<file path="config.mk">
export PLATFORM = sky130hd
export DESIGN_NAME = neutral_cone_isolation_sum
export DESIGN_NICKNAME = d
export VERILOG_FILES = /design/src/hdl/ncis_pkg.sv /design/src/hdl/neutral_cone_isolation_sum.sv /design/src/hdl/ncis_dist.sv /design/src/hdl/ncis_accum.sv
export SDC_FILE = /design/constraint.sdc
export NUM_CORES = 1
export LEC_CHECK = 0
export ABC_AREA = 1
export BUFFER_PORTS_ARGS = -buffer_cell sky130_fd_sc_hd__clkbuf_2
export CORE_ASPECT_RATIO = 0.8
export CORE_MARGIN = 2
export CORE_UTILIZATION = 43
export DETAILED_ROUTE_END_ITERATION = 12
export PLACE_DENSITY = 0.7
export SLEW_MARGIN = 20
export SYNTH_ARGS = -nofsm -noshare
export SYNTH_HDL_FRONTEND = slang
export SYNTH_SLANG_ARGS = --single-unit
</file>
<file path="constraint.sdc">
create_clock -name clk_i -period 8.05 [get_ports clk_i]
set_clock_uncertainty 0.05 [all_clocks]
set_input_delay 1.61 -clock clk_i [delete_from_list [all_inputs] [get_ports clk_i]]
set_output_delay 1.61 -clock clk_i [all_outputs]
set_load 0.05 [all_outputs]
</file>
<file path="src/hdl/ncis_pkg.sv">
`timescale 1ns / 1ps
`default_nettype none

package ncis_pkg;

  // Field widths.
  localparam int CoordW  = 12;
  localparam int PtW     = 16;
  localparam int ChargeW = 2;
  localparam int SumW    = 24;
  localparam int RadW    = 24;

  // Internal widths: a coordinate difference needs one more bit than a
  // coordinate. |deta| reaches 4095, a wrapped |dphi| stays within 1608.
  localparam int DiffW    = CoordW + 1;
  localparam int EtaAbsW  = CoordW;
  localparam int PhiAbsW  = 11;
  localparam int EtaSqW   = 2 * EtaAbsW;
  localparam int PhiSqW   = 2 * PhiAbsW;
  localparam int Dr2W     = EtaSqW + 1;

  // Azimuth wrap constants, LSB 2^-9: pi is 1608.5, two pi is 3217.
  localparam logic signed [DiffW-1:0] PiHiQ  = 13'sd1608;
  localparam logic signed [DiffW-1:0] TwoPiQ = 13'sd3217;

  localparam logic [SumW-1:0] SumMax        = {SumW{1'b1}};
  localparam logic [RadW-1:0] OuterRadReset = 24'd262144;
  localparam logic [RadW-1:0] InnerRadReset = 24'd0;

  localparam int CfgIdxW = 1;

  typedef enum logic [CfgIdxW-1:0] {
    CFG_OUTER_RADIUS_SQ = 1'b0,
    CFG_INNER_RADIUS_SQ = 1'b1
  } cfg_idx_e;

  typedef struct packed {
    logic [RadW-1:0] outer_sq;
    logic [RadW-1:0] inner_sq;
  } radius_cfg_t;

  // One beat between the distance stage and the accumulate stage.
  typedef struct packed {
    logic [EtaSqW-1:0] eta_sq;
    logic [PhiSqW-1:0] phi_sq;
    logic [PtW-1:0]    pt;
    logic              neutral;
    logic              last;
  } sq_beat_t;

endpackage

`default_nettype wire

</file>
<file path="src/hdl/neutral_cone_isolation_sum.sv">
`timescale 1ns / 1ps
`default_nettype none

// Neutral cone isolation sum. Each input beat pairs a reference track
// position with one candidate; a stream of candidates for one track ends with
// the beat that has last_cand_i set, and that beat yields one result beat
// holding the summed pt of all neutral candidates (charge zero) whose squared
// distance dR2 = deta^2 + dphi^2 (dphi wrapped into [-pi, pi)) lies in
// [inner_radius_sq, outer_radius_sq). The sum saturates at its maximum and
// saturated_o reports it. The block takes one candidate every clock cycle;
// that rate is set by the single accumulator register, which absorbs one
// candidate per cycle. The final candidate passes in order through the input
// register, the squares register and the annulus-test register, after which
// the accumulate step loads the result register with the finished sum.
// Candidates that are not final keep flowing while a result waits to be
// taken; only the next final candidate waits for the result register.
// Configuration is taken every cycle (cfg_ready_o is always high) and must be
// written only while no candidate is in flight.
module neutral_cone_isolation_sum
  import ncis_pkg::*;
(
  input  wire logic                      clk_i,
  input  wire logic                      rst_ni,
  // Candidate channel.
  input  wire logic                      in_valid_i,
  output logic                           in_ready_o,
  input  wire logic signed [CoordW-1:0]  ref_eta_i,
  input  wire logic signed [CoordW-1:0]  ref_phi_i,
  input  wire logic signed [CoordW-1:0]  cand_eta_i,
  input  wire logic signed [CoordW-1:0]  cand_phi_i,
  input  wire logic [PtW-1:0]            cand_pt_i,
  input  wire logic signed [ChargeW-1:0] cand_charge_i,
  input  wire logic                      last_cand_i,
  // Result channel.
  output logic                           out_valid_o,
  input  wire logic                      out_ready_i,
  output logic [SumW-1:0]                iso_sum_o,
  output logic                           saturated_o,
  // Configuration write channel.
  input  wire logic                      cfg_valid_i,
  output logic                           cfg_ready_o,
  input  wire logic [CfgIdxW-1:0]        cfg_index_i,
  input  wire logic [RadW-1:0]           cfg_data_i
);

  radius_cfg_t cfg_q;
  logic        sq_valid;
  logic        sq_ready;
  sq_beat_t    sq_beat;

  // The register file never stalls a write beat.
  assign cfg_ready_o = 1'b1;

  always_ff @(posedge clk_i or negedge rst_ni) begin
    if (!rst_ni) begin
      cfg_q.outer_sq <= OuterRadReset;
      cfg_q.inner_sq <= InnerRadReset;
    end else if (cfg_valid_i && cfg_ready_o) begin
      unique case (cfg_idx_e'(cfg_index_i))
        CFG_OUTER_RADIUS_SQ: cfg_q.outer_sq <= cfg_data_i;
        CFG_INNER_RADIUS_SQ: cfg_q.inner_sq <= cfg_data_i;
      endcase
    end
  end

  // Front end: input register and the two squares, registered.
  ncis_dist u_dist (
    .clk_i         (clk_i),
    .rst_ni        (rst_ni),
    .in_valid_i    (in_valid_i),
    .in_ready_o    (in_ready_o),
    .ref_eta_i     (ref_eta_i),
    .ref_phi_i     (ref_phi_i),
    .cand_eta_i    (cand_eta_i),
    .cand_phi_i    (cand_phi_i),
    .cand_pt_i     (cand_pt_i),
    .cand_charge_i (cand_charge_i),
    .last_cand_i   (last_cand_i),
    .sq_valid_o    (sq_valid),
    .sq_ready_i    (sq_ready),
    .sq_o          (sq_beat)
  );

  // Back end: annulus test, saturating accumulator and result register.
  ncis_accum u_accum (
    .clk_i       (clk_i),
    .rst_ni      (rst_ni),
    .cfg_i       (cfg_q),
    .sq_valid_i  (sq_valid),
    .sq_ready_o  (sq_ready),
    .sq_i        (sq_beat),
    .out_valid_o (out_valid_o),
    .out_ready_i (out_ready_i),
    .iso_sum_o   (iso_sum_o),
    .saturated_o (saturated_o)
  );

endmodule

`default_nettype wire

</file>
<file path="src/hdl/ncis_dist.sv">
`timescale 1ns / 1ps
`default_nettype none

// Input register, delta-eta and wrapped delta-phi, and the two squares.
module ncis_dist
  import ncis_pkg::*;
(
  input  wire logic                      clk_i,
  input  wire logic                      rst_ni,
  input  wire logic                      in_valid_i,
  output logic                           in_ready_o,
  input  wire logic signed [CoordW-1:0]  ref_eta_i,
  input  wire logic signed [CoordW-1:0]  ref_phi_i,
  input  wire logic signed [CoordW-1:0]  cand_eta_i,
  input  wire logic signed [CoordW-1:0]  cand_phi_i,
  input  wire logic [PtW-1:0]            cand_pt_i,
  input  wire logic signed [ChargeW-1:0] cand_charge_i,
  input  wire logic                      last_cand_i,
  output logic                           sq_valid_o,
  input  wire logic                      sq_ready_i,
  output sq_beat_t                       sq_o
);

  logic                      a_valid_q;
  logic signed [CoordW-1:0]  a_ref_eta_q, a_ref_phi_q, a_cand_eta_q, a_cand_phi_q;
  logic [PtW-1:0]            a_pt_q;
  logic                      a_neutral_q;
  logic                      a_last_q;
  logic                      a_ready;

  logic                      b_valid_q;
  sq_beat_t                  b_q, b_d;
  logic                      b_ready;

  logic signed [DiffW-1:0]   deta, dphi_raw, dphi;
  logic [EtaAbsW-1:0]        deta_abs;
  logic [PhiAbsW-1:0]        dphi_abs;

  assign b_ready    = !b_valid_q || sq_ready_i;
  assign a_ready    = !a_valid_q || b_ready;
  assign in_ready_o = a_ready;

  always_ff @(posedge clk_i or negedge rst_ni) begin
    if (!rst_ni) begin
      a_valid_q <= 1'b0;
      b_valid_q <= 1'b0;
    end else begin
      if (a_ready) begin
        a_valid_q <= in_valid_i;
      end
      if (b_ready) begin
        b_valid_q <= a_valid_q;
      end
    end
  end

  always_ff @(posedge clk_i) begin
    if (a_ready && in_valid_i) begin
      a_ref_eta_q  <= ref_eta_i;
      a_ref_phi_q  <= ref_phi_i;
      a_cand_eta_q <= cand_eta_i;
      a_cand_phi_q <= cand_phi_i;
      a_pt_q       <= cand_pt_i;
      a_neutral_q  <= (cand_charge_i == '0);
      a_last_q     <= last_cand_i;
    end
    if (b_ready && a_valid_q) begin
      b_q <= b_d;
    end
  end

  always_comb begin
    deta     = {a_cand_eta_q[CoordW-1], a_cand_eta_q} - {a_ref_eta_q[CoordW-1], a_ref_eta_q};
    dphi_raw = {a_cand_phi_q[CoordW-1], a_cand_phi_q} - {a_ref_phi_q[CoordW-1], a_ref_phi_q};
    // One wrap step always lands inside [-pi, pi) for any 12-bit inputs.
    if (dphi_raw > PiHiQ) begin
      dphi = dphi_raw - TwoPiQ;
    end else if (dphi_raw < -PiHiQ) begin
      dphi = dphi_raw + TwoPiQ;
    end else begin
      dphi = dphi_raw;
    end
    deta_abs = deta[DiffW-1] ? EtaAbsW'(-deta) : EtaAbsW'(deta);
    dphi_abs = dphi[DiffW-1] ? PhiAbsW'(-dphi) : PhiAbsW'(dphi);

    b_d.eta_sq  = EtaSqW'(deta_abs) * EtaSqW'(deta_abs);
    b_d.phi_sq  = PhiSqW'(dphi_abs) * PhiSqW'(dphi_abs);
    b_d.pt      = a_pt_q;
    b_d.neutral = a_neutral_q;
    b_d.last    = a_last_q;
  end

  assign sq_valid_o = b_valid_q;
  assign sq_o       = b_q;

endmodule

`default_nettype wire

</file>
<file path="src/hdl/ncis_accum.sv">
`timescale 1ns / 1ps
`default_nettype none

// Annulus test, saturating pt accumulator and the result register.
module ncis_accum
  import ncis_pkg::*;
(
  input  wire logic        clk_i,
  input  wire logic        rst_ni,
  input  wire radius_cfg_t cfg_i,
  input  wire logic        sq_valid_i,
  output logic             sq_ready_o,
  input  wire sq_beat_t    sq_i,
  output logic             out_valid_o,
  input  wire logic        out_ready_i,
  output logic [SumW-1:0]  iso_sum_o,
  output logic             saturated_o
);

  logic            c_valid_q;
  logic            c_hit_q;
  logic [PtW-1:0]  c_pt_q;
  logic            c_last_q;
  logic            c_ready;
  logic            c_fire;

  logic [Dr2W-1:0] dr2;
  logic            hit_d;

  logic [SumW-1:0] acc_q, acc_d;
  logic            sat_q, sat_d;
  logic [SumW:0]   sum_wide;

  logic            out_valid_q;
  logic [SumW-1:0] out_sum_q;
  logic            out_sat_q;

  // A non-final candidate always drains into the accumulator; only the
  // final one waits for room in the result register.
  assign c_fire     = c_valid_q && (!c_last_q || !out_valid_q || out_ready_i);
  assign c_ready    = !c_valid_q || c_fire;
  assign sq_ready_o = c_ready;

  always_comb begin
    dr2   = {1'b0, sq_i.eta_sq} + Dr2W'(sq_i.phi_sq);
    hit_d = sq_i.neutral && (dr2 < Dr2W'(cfg_i.outer_sq)) && (dr2 >= Dr2W'(cfg_i.inner_sq));
  end

  always_comb begin
    sum_wide = {1'b0, acc_q} + (SumW + 1)'(c_pt_q);
    acc_d    = acc_q;
    sat_d    = sat_q;
    if (c_hit_q) begin
      if (sum_wide >= {1'b0, SumMax}) begin
        acc_d = SumMax;
        sat_d = 1'b1;
      end else begin
        acc_d = sum_wide[SumW-1:0];
      end
    end
  end

  always_ff @(posedge clk_i or negedge rst_ni) begin
    if (!rst_ni) begin
      c_valid_q   <= 1'b0;
      acc_q       <= '0;
      sat_q       <= 1'b0;
      out_valid_q <= 1'b0;
    end else begin
      if (c_ready) begin
        c_valid_q <= sq_valid_i;
      end
      if (c_fire) begin
        if (c_last_q) begin
          acc_q <= '0;
          sat_q <= 1'b0;
        end else begin
          acc_q <= acc_d;
          sat_q <= sat_d;
        end
      end
      if (c_fire && c_last_q) begin
        out_valid_q <= 1'b1;
      end else if (out_ready_i) begin
        out_valid_q <= 1'b0;
      end
    end
  end

  always_ff @(posedge clk_i) begin
    if (c_ready && sq_valid_i) begin
      c_hit_q  <= hit_d;
      c_pt_q   <= sq_i.pt;
      c_last_q <= sq_i.last;
    end
    if (c_fire && c_last_q) begin
      out_sum_q <= acc_d;
      out_sat_q <= sat_d;
    end
  end

  assign out_valid_o = out_valid_q;
  assign iso_sum_o   = out_sum_q;
  assign saturated_o = out_sat_q;

`ifndef SYNTHESIS
  a_sat_means_max : assert property (@(posedge clk_i) disable iff (!rst_ni)
    sat_q |-> (acc_q == SumMax))
    else $error("saturation flag set while accumulator is below its maximum");

  a_out_sat_means_max : assert property (@(posedge clk_i) disable iff (!rst_ni)
    (out_valid_q && out_sat_q) |-> (out_sum_q == SumMax))
    else $error("saturated result carries a sum below the maximum");

  a_clear_after_last : assert property (@(posedge clk_i) disable iff (!rst_ni)
    (c_fire && c_last_q) |=> ((acc_q == '0) && !sat_q))
    else $error("accumulator not cleared after the final candidate");

  a_no_result_overwrite : assert property (@(posedge clk_i) disable iff (!rst_ni)
    (out_valid_q && !out_ready_i) |-> !(c_fire && c_last_q))
    else $error("pending result overwritten");
`endif

endmodule

`default_nettype wire

</file>
==> Yosys cells after proc, flatten, opt, wreduce, memory -nomap -nowiden <==
Cells that the tools add are included.
{ "word_totals": {"register_bits": 250, "word_cells": 74, "inputBits": 97, "out_inout_bits": 28} }
{ "op_classes": {"order_cmp": 5, "n_reduce_logical": 21, "n_addsub": 8, "multipliers": 2, "muxes": 12, "bitwise": 1} }
{ "ops": {"columns": ["operator", "n"], "rows": [
  ["24-bit two-way mux", 3],
  ["13-bit two-way mux", 2],
  ["12-bit by 12-bit subtractor with 13-bit output", 2],
  ["24-bit by 16-bit adder with 25-bit output", 1],
  ["24-bit by 22-bit adder with 25-bit output", 1],
  ["25-bit by 24-bit >= comparator with 1-bit output", 1],
  ["25-bit by 24-bit >= comparator with 1-bit output, second input constant", 1],
  ["25-bit by 24-bit < comparator with 1-bit output", 1],
  ["12-bit by 12-bit multiplier with 24-bit output", 1],
  ["11-bit by 11-bit multiplier with 22-bit output", 1],
  ["13-bit adder, second input constant", 1],
  ["13-bit by 12-bit greater-than comparator with 1-bit output, second input constant", 1],
  ["13-bit by 12-bit < comparator with 1-bit output, second input constant", 1],
  ["13-bit subtractor, second input constant", 1],
  ["12-bit two-way mux", 1],
  ["12-bit negator", 1],
  ["11-bit two-way mux", 1],
  ["11-bit negator", 1],
  ["1-bit logical AND", 7],
  ["1-bit zero test", 5],
  ["1-bit logical OR", 5],
  ["1-bit two-way mux", 5],
  ["2-bit AND reduction", 2],
  ["2-bit zero test", 1],
  ["other kinds (2)", 2]
]} }

==> Logic depth before layout (Yosys ltp) <==
Gate-level depths: netlist of the first run.
{ "depth": {"ltp_word": 8, "depth_mapped": 52, "mapped_depth_nobuf": 52} }

==> Hierarchy <==
Synthesis of the first run repeated with hierarchy kept, for this count alone.
{ "hier_totals": {"cells_unflattened": 2645, "area_unflattened_um2": 22113.7} }
{ "modules_own_cells": {"columns": ["module", "instances", "cells_per_inst", "area_per_inst_um2", "seq_area_each_um2"], "rows": [
  ["ncis_dist", 1, 1467, 13426.6, 3893.7],
  ["ncis_accum", 1, 967, 6787.8, 1966.9],
  ["neutral_cone_isolation_sum", 1, 211, 1899.3, 1202.4]
]} }

==> Least setup slack after synthesis of the first run <==
No wires, ideal clock.
{ "synth_timing": {"path_kind": "reg2reg", "from": "reg u_dist.a_cand_phi_q[0]", "to": "reg u_dist.b_q (netlist bit u_dist.sq_o[39]), data pin", "path_slack_ps": 6, "synth_period_minus_slack_ps": 8044, "stages_incl_launch_ff": 50, "setup_ps": 252, "required_time_ps": 7748, "arrival_ps": 7741, "n_path_buf": 1, "cell_sequence": "edfxtp_1 inv_1 ha_1 inv_1 fa_1 nand2_1 nand2_1 nand2_1 xor2_2 nand2_1 nand2_1 nand4_1 nand2_1 nand2_2 nand2_4 nand3_1 nand2_2 buf_1 [... 14 more ...] fa_1 inv_1 ha_1 inv_1 o21ai_0 nand2_1 nand2_1 a21oi_1 o21ai_0 nand3_1 nor2_1 nor2_1 nor3_1 inv_1 o21ai_0 inv_1 nand3_1 nand2_1"} }
{ "synth_rtl": {"columns": ["element", "line", "text"], "rows": [
  ["start, declared", "ncis_dist.sv:25", "logic signed [CoordW-1:0] a_ref_eta_q, a_ref_phi_q, a_cand_eta_q, a_cand_phi_q;"],
  ["start signal, assigned", "ncis_dist.sv:62", "a_cand_phi_q <= cand_phi_i;"],
  ["end signal, assigned", "ncis_dist.sv:68", "b_q <= b_d;"],
  ["end, declared", "ncis_dist.sv:32", "sq_beat_t b_q, b_d;"]
]} }

==> Implementation_results.wiki, run 1 <==
{| class="wikitable"
! Metric !! Value
|-
| Status || completed
|-
| Number of pins with negative max-slew slack in the final report || 0
|-
| Detailed-routing iteration count for the pre-antenna-repair pass || 5
|-
| Share of synthesized area occupied by flip-flops and latches || 0.334
|-
| H-tree Lvls || 1
|-
| Number of different library cells in the post-synthesis netlist || 64
|-
| Post-synth top area cell || sky130_fd_sc_hd__edfxtp_1
|-
| Number of enable flip-flop cells after synthesis || 171
|-
| Instance count of the mapped netlist || 2,387
|-
| Total Nets Final || 3,083
|-
| Start point of the critical path || u_dist.a_cand_phi_q[0]
|-
| CTS Root Buffer Type || sky130_fd_sc_hd__clkbuf_16
|-
| Number of flip-flops and latches in the synthesized netlist || 248
|-
| Number of global-route vias before repair || 16,300
|-
| Drt initial violations || 1,060
|-
| Total number of vias || 16,400
|-
| Clock latency reported for the late side of the worst-skew pair || 0.59 ns
|-
| Max incr delay on CP || 0.54 ns
|-
| Antenna violations before repair || 0
|-
| Cell occurring most often along the worst timing path || sky130_fd_sc_hd__nand2_1
|-
| Clock-pin slew of the registers on the worst-case setup and hold paths || 0.06 ns
|-
| Min Tclk post-route || 7.80 ns
|-
| Critical-path cell with the highest stage delay || sky130_fd_sc_hd__fa_1
|-
| Final hold violation count || 0
|-
| Maximum number of pins on one net before global-route repair || 64
|-
| Longest Clk Path Bufs || 3
|-
| Crit path launch type || flip-flop
|-
| Top_reg_cell synth || sky130_fd_sc_hd__edfxtp_1
|-
| Final routed wirelength across all metal layers || 47.5 mm
|-
| Top achievable clock speed || 128 MHz
|-
| Std cell rows || 72
|-
| TritonCTS Sinks || 248
|-
| Yosys synthesis warning count || 0
|-
| Layout area overhead || 17.5%
|-
| Most instantiated library cell after synthesis || sky130_fd_sc_hd__inv_1
|-
| Core occupancy in the finished layout || 0.512
|-
| Required arrival time at the worst endpoint || 8.34 ns
|-
| Final setup violation count || 0
|-
| HP Class || flip-flop to flip-flop
|-
| Total standard cell area after synthesis || 21,100 sq um
|-
| Placer congestion estimate || 0.908
|-
| First-pass GRT wire length || 78.1 mm
|-
| Top-area cell type share of the netlist area || 0.243
|-
| Ant. Diodes || 0
|-
| Post-synthesis area per instance || 8.85 sq um
|-
| Normalized max-slew margin || 0.280
|-
| Residual DRC || 0
|-
| Effective utilization at floorplan || 0.436
|-
| Die outline height || 202 microns
|-
| Arrival time of the worst setup path || 8.10 ns
|-
| Die width || 252 microns
|-
| Synth cell count leaders || sky130_fd_sc_hd__inv_1 (449), sky130_fd_sc_hd__nand2_1 (424), sky130_fd_sc_hd__ha_1 (218)
|-
| Clock buffers created by TritonCTS || 29
|-
| Share of final-layout standard cells stronger than drive strength 1 || 0.188
|-
| Final worst-path cycle share || 0.969
|-
| Start-to-end type of the worst setup path || flip-flop to flip-flop
|-
| Beginning of the worst hold path || u_dist.a_pt_q[11]
|-
| Final TNS setup || 0 ns
|-
| DIE AREA || 50,900 sq um
|-
| Final global-route overflow total || 0
|-
| Critical-path maximum fanout || 8
|-
| Share of flip-flops with an asynchronous set or reset || 0.310
|-
| Actual transition at the worst max-transition pin || 1.08 ns
|-
| DR WL/cell || 14.5 microns
|-
| Capturing element type of the critical path || flip-flop
|-
| Max-cap check violation count || 0
|-
| Area of the core || 48,500 sq um
|-
| Origin of the critical flop-to-flop path || u_dist.a_cand_phi_q[0]
|-
| Total I/O pin count || 125
|-
| Via-per-instance ratio || 5.00
|-
| Global-route usage over all layers || 0.184
|-
| Most area-consuming cells after synthesis || sky130_fd_sc_hd__edfxtp_1 (24%), sky130_fd_sc_hd__fa_1 (14%), sky130_fd_sc_hd__ha_1 (13%)
|-
| Number of nets still failing antenna checks after routing || 0
|-
| TritonCTS clock tree || yes
|-
| Half-perimeter wire length after placement || 36.7 mm
|-
| Count of buffers inserted at the top-level ports || 123
|}
-- cell families (layout without fill, tap and decap cells) --
| kind of cell | after synthesis | after routing | share of synthesized area |
|---|---|---|---|
| simple gates | 841 | 841 | 0.173 |
| fa+ha+maj | 363 | 363 | 0.266 |
| flops | 248 | 248 | 0.334 |
| mux | 2 | 2 | 0.000948 |
| buf+inv | 517 | 775 | 0.0933 |
| other cells | 2 | 3 | 0.000355 |
| compound gates | 303 | 303 | 0.0817 |
| xor+xnor | 111 | 111 | 0.0497 |
-- worst max-delay path, delay by kind of cell, from the launching register on --
kind / cells / cell delay (ns)
AND/OR/NAND/NOR: 18 / 1.52
AO/OA/AOI/OAI: 3 / 0.67
buffers and inverters: 14 / 1.31
flip-flops: 1 / 0.36
adder cells (fa/ha/maj): 9 / 3.66
-- cell usage in the layout (no fill, tap or decap), types with 106 or more instances in the layout --
cell type / count
sky130_fd_sc_hd__inv_1: 437
sky130_fd_sc_hd__nand2_1: 396
sky130_fd_sc_hd__ha_1: 197
sky130_fd_sc_hd__edfxtp_1: 171
sky130_fd_sc_hd__nor2_1: 168
sky130_fd_sc_hd__fa_1: 141
sky130_fd_sc_hd__clkbuf_2: 123
sky130_fd_sc_hd__o21ai_0: 111
sky130_fd_sc_hd__nand3_1: 106
sky130_fd_sc_hd__buf_4: 106
-- routing by layer --
| metal | GRT usage | part of all wire | vias to the layer above |
|---|---|---|---|
| li1 | - | - | 8136 |
| met1 | 0.268 | 0.48 | 7840 |
| met2 | 0.297 | 0.46 | 358 |
| met3 | 0.0234 | 0.048 | 54 |
| met4 | 0.0359 | 0.017 | 0 |
| met5 | 0 | 0 | - |
-- what timing repair did --
action	in CTS	in global routing
setup endpoints to repair	4	17
buffers inserted	1	39
pin swaps	1	66
hold buffers	0	0
gates resized for setup	6	162
-- path summary, 6_finish.rpt --
kind / to / slack [ns] / depth (start not counted)
setup / recovery: u_dist.sq_o[39] / 0.25 / 44
hold / removal: u_dist.sq_o[13] / 0.37 / 0
setup reg to reg: u_dist.sq_o[39] / 0.25 / 44
hold reg to reg: u_dist.sq_o[13] / 0.37 / 0
max in group asynchronous: cfg_q[16] / 6.00 / 2
min in group asynchronous: u_accum.acc_q[1] / 0.86 / 1
-- area by class of cell --
class | instances | area (sq um)
Multi-Input combinational cell | 1623 | 12700
Tap cell | 629 | 787
Clock buffer | 40 | 777
Sequential cell | 248 | 7060
Fill cell | 4446 | 23600
Timing Repair Buffer | 241 | 1590
Inverter | 480 | 1820
Clock inverter | 14 | 93.8
-- registers in the layout (all words and copies together) (netlist names) --
name and count:
u_accum.c_pt_q 16, u_accum.sat_q 1, u_dist.a_ref_eta_q 12, u_dist.a_cand_eta_q 12, u_dist.a_cand_phi_q 12, u_accum.saturated_o 1
u_dist.sq_o 62, cfg_q 48, u_accum.c_valid_q 1, u_accum.c_hit_q 1, u_accum.out_valid_o 1, u_accum.acc_q 24
u_dist.a_valid_q 1, u_dist.a_last_q 1, u_dist.a_neutral_q 1, u_dist.a_ref_phi_q 12, u_dist.a_pt_q 16, u_dist.sq_valid_o 1
u_accum.c_last_q 1, u_accum.iso_sum_o 24
-- stage by stage --
step                cell area (sq um)  hold slack, ns  setup slack [ns]  std cells
finish                          24800           0.367             0.246       3275
floorplan                       21100           0.350           0.00605       2388
global placement                23000           0.354           -0.0913       3181
global route                    24800           0.370            -0.201       3275
CTS                             23900           0.366           0.00569       3236
detailed placement              23000           0.356            -0.183       3181
Power of run 1 is not shown: default switching activity piles up to over one toggle a cycle in this logic, so the estimate is an artifact.
==> inputs of run 2 (changes only) <==
PLACE_DENSITY = 0.68   (was 0.7)
clock period = 9.5 ns   (was 8.05 ns; I/O delays follow)
==> Implementation_results.wiki, run 2 (synthesis results as in run 1) <==
{| class="wikitable"
! Metric !! Value
|-
| Total Nets Final || 2,975 (was 3,083)
|-
| Final hold violation count || 0 (unchanged)
|-
| Maximum number of pins on one net before global-route repair || 78 (was 64)
|-
| Total I/O pin count || 125 (unchanged)
|-
| Critical-path cell with the highest stage delay || sky130_fd_sc_hd__o21ai_0 (was sky130_fd_sc_hd__fa_1)
|-
| DP Cell Count || 3,113 (was 3,181)
|-
| Actual transition at the worst max-transition pin || 1.02 ns (was 1.08 ns)
|-
| Required arrival time at the worst endpoint || 9.79 ns (was 8.34 ns)
|-
| Final worst-path cycle share || 0.915 (was 0.969)
|-
| Antenna violations before repair || 0 (unchanged)
|-
| Arrival time of the worst setup path || 8.98 ns (was 8.10 ns)
|-
| Final global-route overflow total || 0 (unchanged)
|-
| Normalized max-slew margin || 0.318 (was 0.280)
|-
| Crit path launch type || flip-flop (unchanged)
|-
| Longest Clk Path Bufs || 3 (unchanged)
|-
| Clock buffers created by TritonCTS || 27 (was 29)
|-
| Capturing element type of the critical path || flip-flop (unchanged)
|-
| Final TNS setup || 0 ns (unchanged)
|-
| Half-perimeter wire length after placement || 36.2 mm (was 36.7 mm)
|-
| Post-cts hold buffer count || 0 (unchanged)
|-
| Number of global-route vias before repair || 16,000 (was 16,300)
|-
| Non-filler cells, final || 3,165 (was 3,275)
|-
| First-pass GRT wire length || 78.1 mm (about the same)
|-
| DR top layer || met4 (unchanged)
|-
| Die width || 252 microns (unchanged)
|-
| Placer congestion estimate || 0.887 (was 0.908)
|-
| RSZ-0062 raised after global routing || no
|-
| Core occupancy in the finished layout || 0.483 (was 0.512)
|-
| Effective utilization at floorplan || 0.436 (unchanged)
|-
| Status || completed (unchanged)
|-
| Number of pins with negative max-slew slack in the final report || 0 (unchanged)
|-
| Via-per-instance ratio || 5.02 (was 5.00)
|-
| TritonCTS clock tree || yes (unchanged)
|-
| DIE AREA || 50,900 sq um (unchanged)
|-
| Std cell rows || 72 (unchanged)
|-
| Count of buffers inserted at the top-level ports || 123 (unchanged)
|-
| Detailed-routing iteration count for the pre-antenna-repair pass || 5 (unchanged)
|-
| Final setup violation count || 0 (unchanged)
|-
| Flip-flop count of the largest register, all copies and words added || 62 (unchanged)
|-
| Max-cap check violation count || 0 (unchanged)
|-
| Die outline height || 202 microns (unchanged)
|-
| Start-to-end type of the worst setup path || flip-flop to flip-flop (unchanged)
|-
| Final routed wirelength across all metal layers || 45.7 mm (was 47.5 mm)
|-
| Metal-1 WL || 22.1 mm (was 22.6 mm)
|-
| Min Tclk post-route || 8.69 ns (was 7.80 ns)
|-
| Share of final-layout standard cells stronger than drive strength 1 || 0.111 (was 0.188)
|-
| Area of the core || 48,500 sq um (unchanged)
|-
| Total number of vias || 15,900 (was 16,400)
|-
| Ant. Diodes || 0 (unchanged)
|-
| Detail Route met2 WL || 20.4 mm (was 21.7 mm)
|-
| Commonest cells after routing, fill and taps aside || sky130_fd_sc_hd__inv_1 (448), sky130_fd_sc_hd__nand2_1 (424), sky130_fd_sc_hd__ha_1 (218) (was sky130_fd_sc_hd__inv_1 (437), sky130_fd_sc_hd__nand2_1 (396), sky130_fd_sc_hd__ha_1 (197))
|-
| Number of nets still failing antenna checks after routing || 0 (unchanged)
|-
| Hold WS || 0.365 ns (was 0.367 ns)
|-
| Global-route usage over all layers || 0.185 (was 0.184)
|-
| H-tree Lvls || 1 (unchanged)
|-
| Top achievable clock speed || 115 MHz (was 128 MHz)
|-
| Drt initial violations || 926 (was 1,060)
|-
| HP Class || flip-flop to flip-flop (unchanged)
|-
| Clock-pin slew of the registers on the worst-case setup and hold paths || 0.07 ns (was 0.06 ns)
|-
| Max incr delay on CP || 0.64 ns (was 0.54 ns)
|-
| Clock latency reported for the late side of the worst-skew pair || 0.59 ns (about the same)
|-
| Critical-path maximum fanout || 12 (was 8)
|-
| Routed length on met3 || 2.46 mm (was 2.29 mm)
|-
| Layout area overhead || 10.7% (was 17.5%)
|-
| CTS Root Buffer Type || sky130_fd_sc_hd__clkbuf_16 (unchanged)
|-
| Cell occurring most often along the worst timing path || sky130_fd_sc_hd__nand2_1 (unchanged)
|-
| Commonest non-fill, non-tap cell in the layout || sky130_fd_sc_hd__inv_1 (unchanged)
|-
| TritonCTS Sinks || 248 (unchanged)
|-
| DR WL/cell || 14.5 microns (about the same)
|-
| Residual DRC || 0 (unchanged)
|}
run 2: cell types whose count changed in the layout (fill, tap and decap cells not counted), moves of 8 or more:
| cell | before | now |
|---|---|---|
| sky130_fd_sc_hd__nand2_2 | 45 | 23 |
| sky130_fd_sc_hd__o21ai_0 | 111 | 121 |
| sky130_fd_sc_hd__nand2_1 | 396 | 424 |
| sky130_fd_sc_hd__o21ai_2 | 10 | 2 |
| sky130_fd_sc_hd__nor2_2 | 24 | 12 |
| sky130_fd_sc_hd__nor2_1 | 168 | 185 |
| sky130_fd_sc_hd__buf_4 | 106 | 11 |
| sky130_fd_sc_hd__ha_4 | 14 | 0 |
| sky130_fd_sc_hd__inv_1 | 437 | 448 |
| sky130_fd_sc_hd__inv_2 | 36 | 26 |
| sky130_fd_sc_hd__ha_1 | 197 | 218 |
run 2: worst paths after layout:
| check | startpoint | endpoint | slack, ns | cells after the start |
|---|---|---|---|---|
| min in group asynchronous | rst_ni | u_accum.acc_q[12] | 1.31 | 1 |
| setup / recovery | u_dist.a_cand_eta_q[0] | u_dist.sq_o[63] | 0.81 | 40 |
| hold / removal | u_dist.a_pt_q[4] | u_dist.sq_o[6] | 0.36 | 0 |
| max in group asynchronous | rst_ni | cfg_q[16] | 7.57 | 1 |
| setup reg to reg | u_dist.a_cand_eta_q[0] | u_dist.sq_o[63] | 0.81 | 40 |
| hold reg to reg | u_dist.a_pt_q[4] | u_dist.sq_o[6] | 0.36 | 0 |
run 2: through the flow:
stage                     setup WS, ns  cell area (sq um)
after global routing           0.00242              23400
after detailed placement         0.574              22500
after floorplan                   1.46              21100
final                            0.808              23400
after CTS                        0.566              23300
after global placement           0.798              22500
run 2: cell type report:
cell class / count / area (sq um)
fillers: 4592 / 25100
multi-input cells: 1623 / 12100
repair buffers: 135 / 724
flip-flops and latches: 248 / 7060
inverters: 480 / 1810
well taps: 629 / 787
clock inverters: 17 / 170
clock buffers: 33 / 718
run 2: repair_timing:
item                       4_1_cts  5_1_grt
hold endpoints to repair         0        0
buffers inserted                 0        2
resized for setup                0        3
setup endpoints to repair        0        2
run 2: per-layer routing:
| layer | vias up | track usage |
|---|---|---|
| li1 | 7921 | - |
| met1 | 7571 | 0.266 |
| met2 | 349 | 0.298 |
| met3 | 56 | 0.0268 |
| met4 | 0 | 0.0366 |
| met5 | - | 0 |
run 2: worst max-delay path: cells and delay by family (launching register included):
kind	cells	cell delay (ns)
compound gates	10	2.38
xor+xnor	1	0.16
fa+ha+maj	8	3.14
buf+inv	6	0.71
flops	1	0.35
simple gates	15	1.64
Power of run 2 is left out for the same reason.
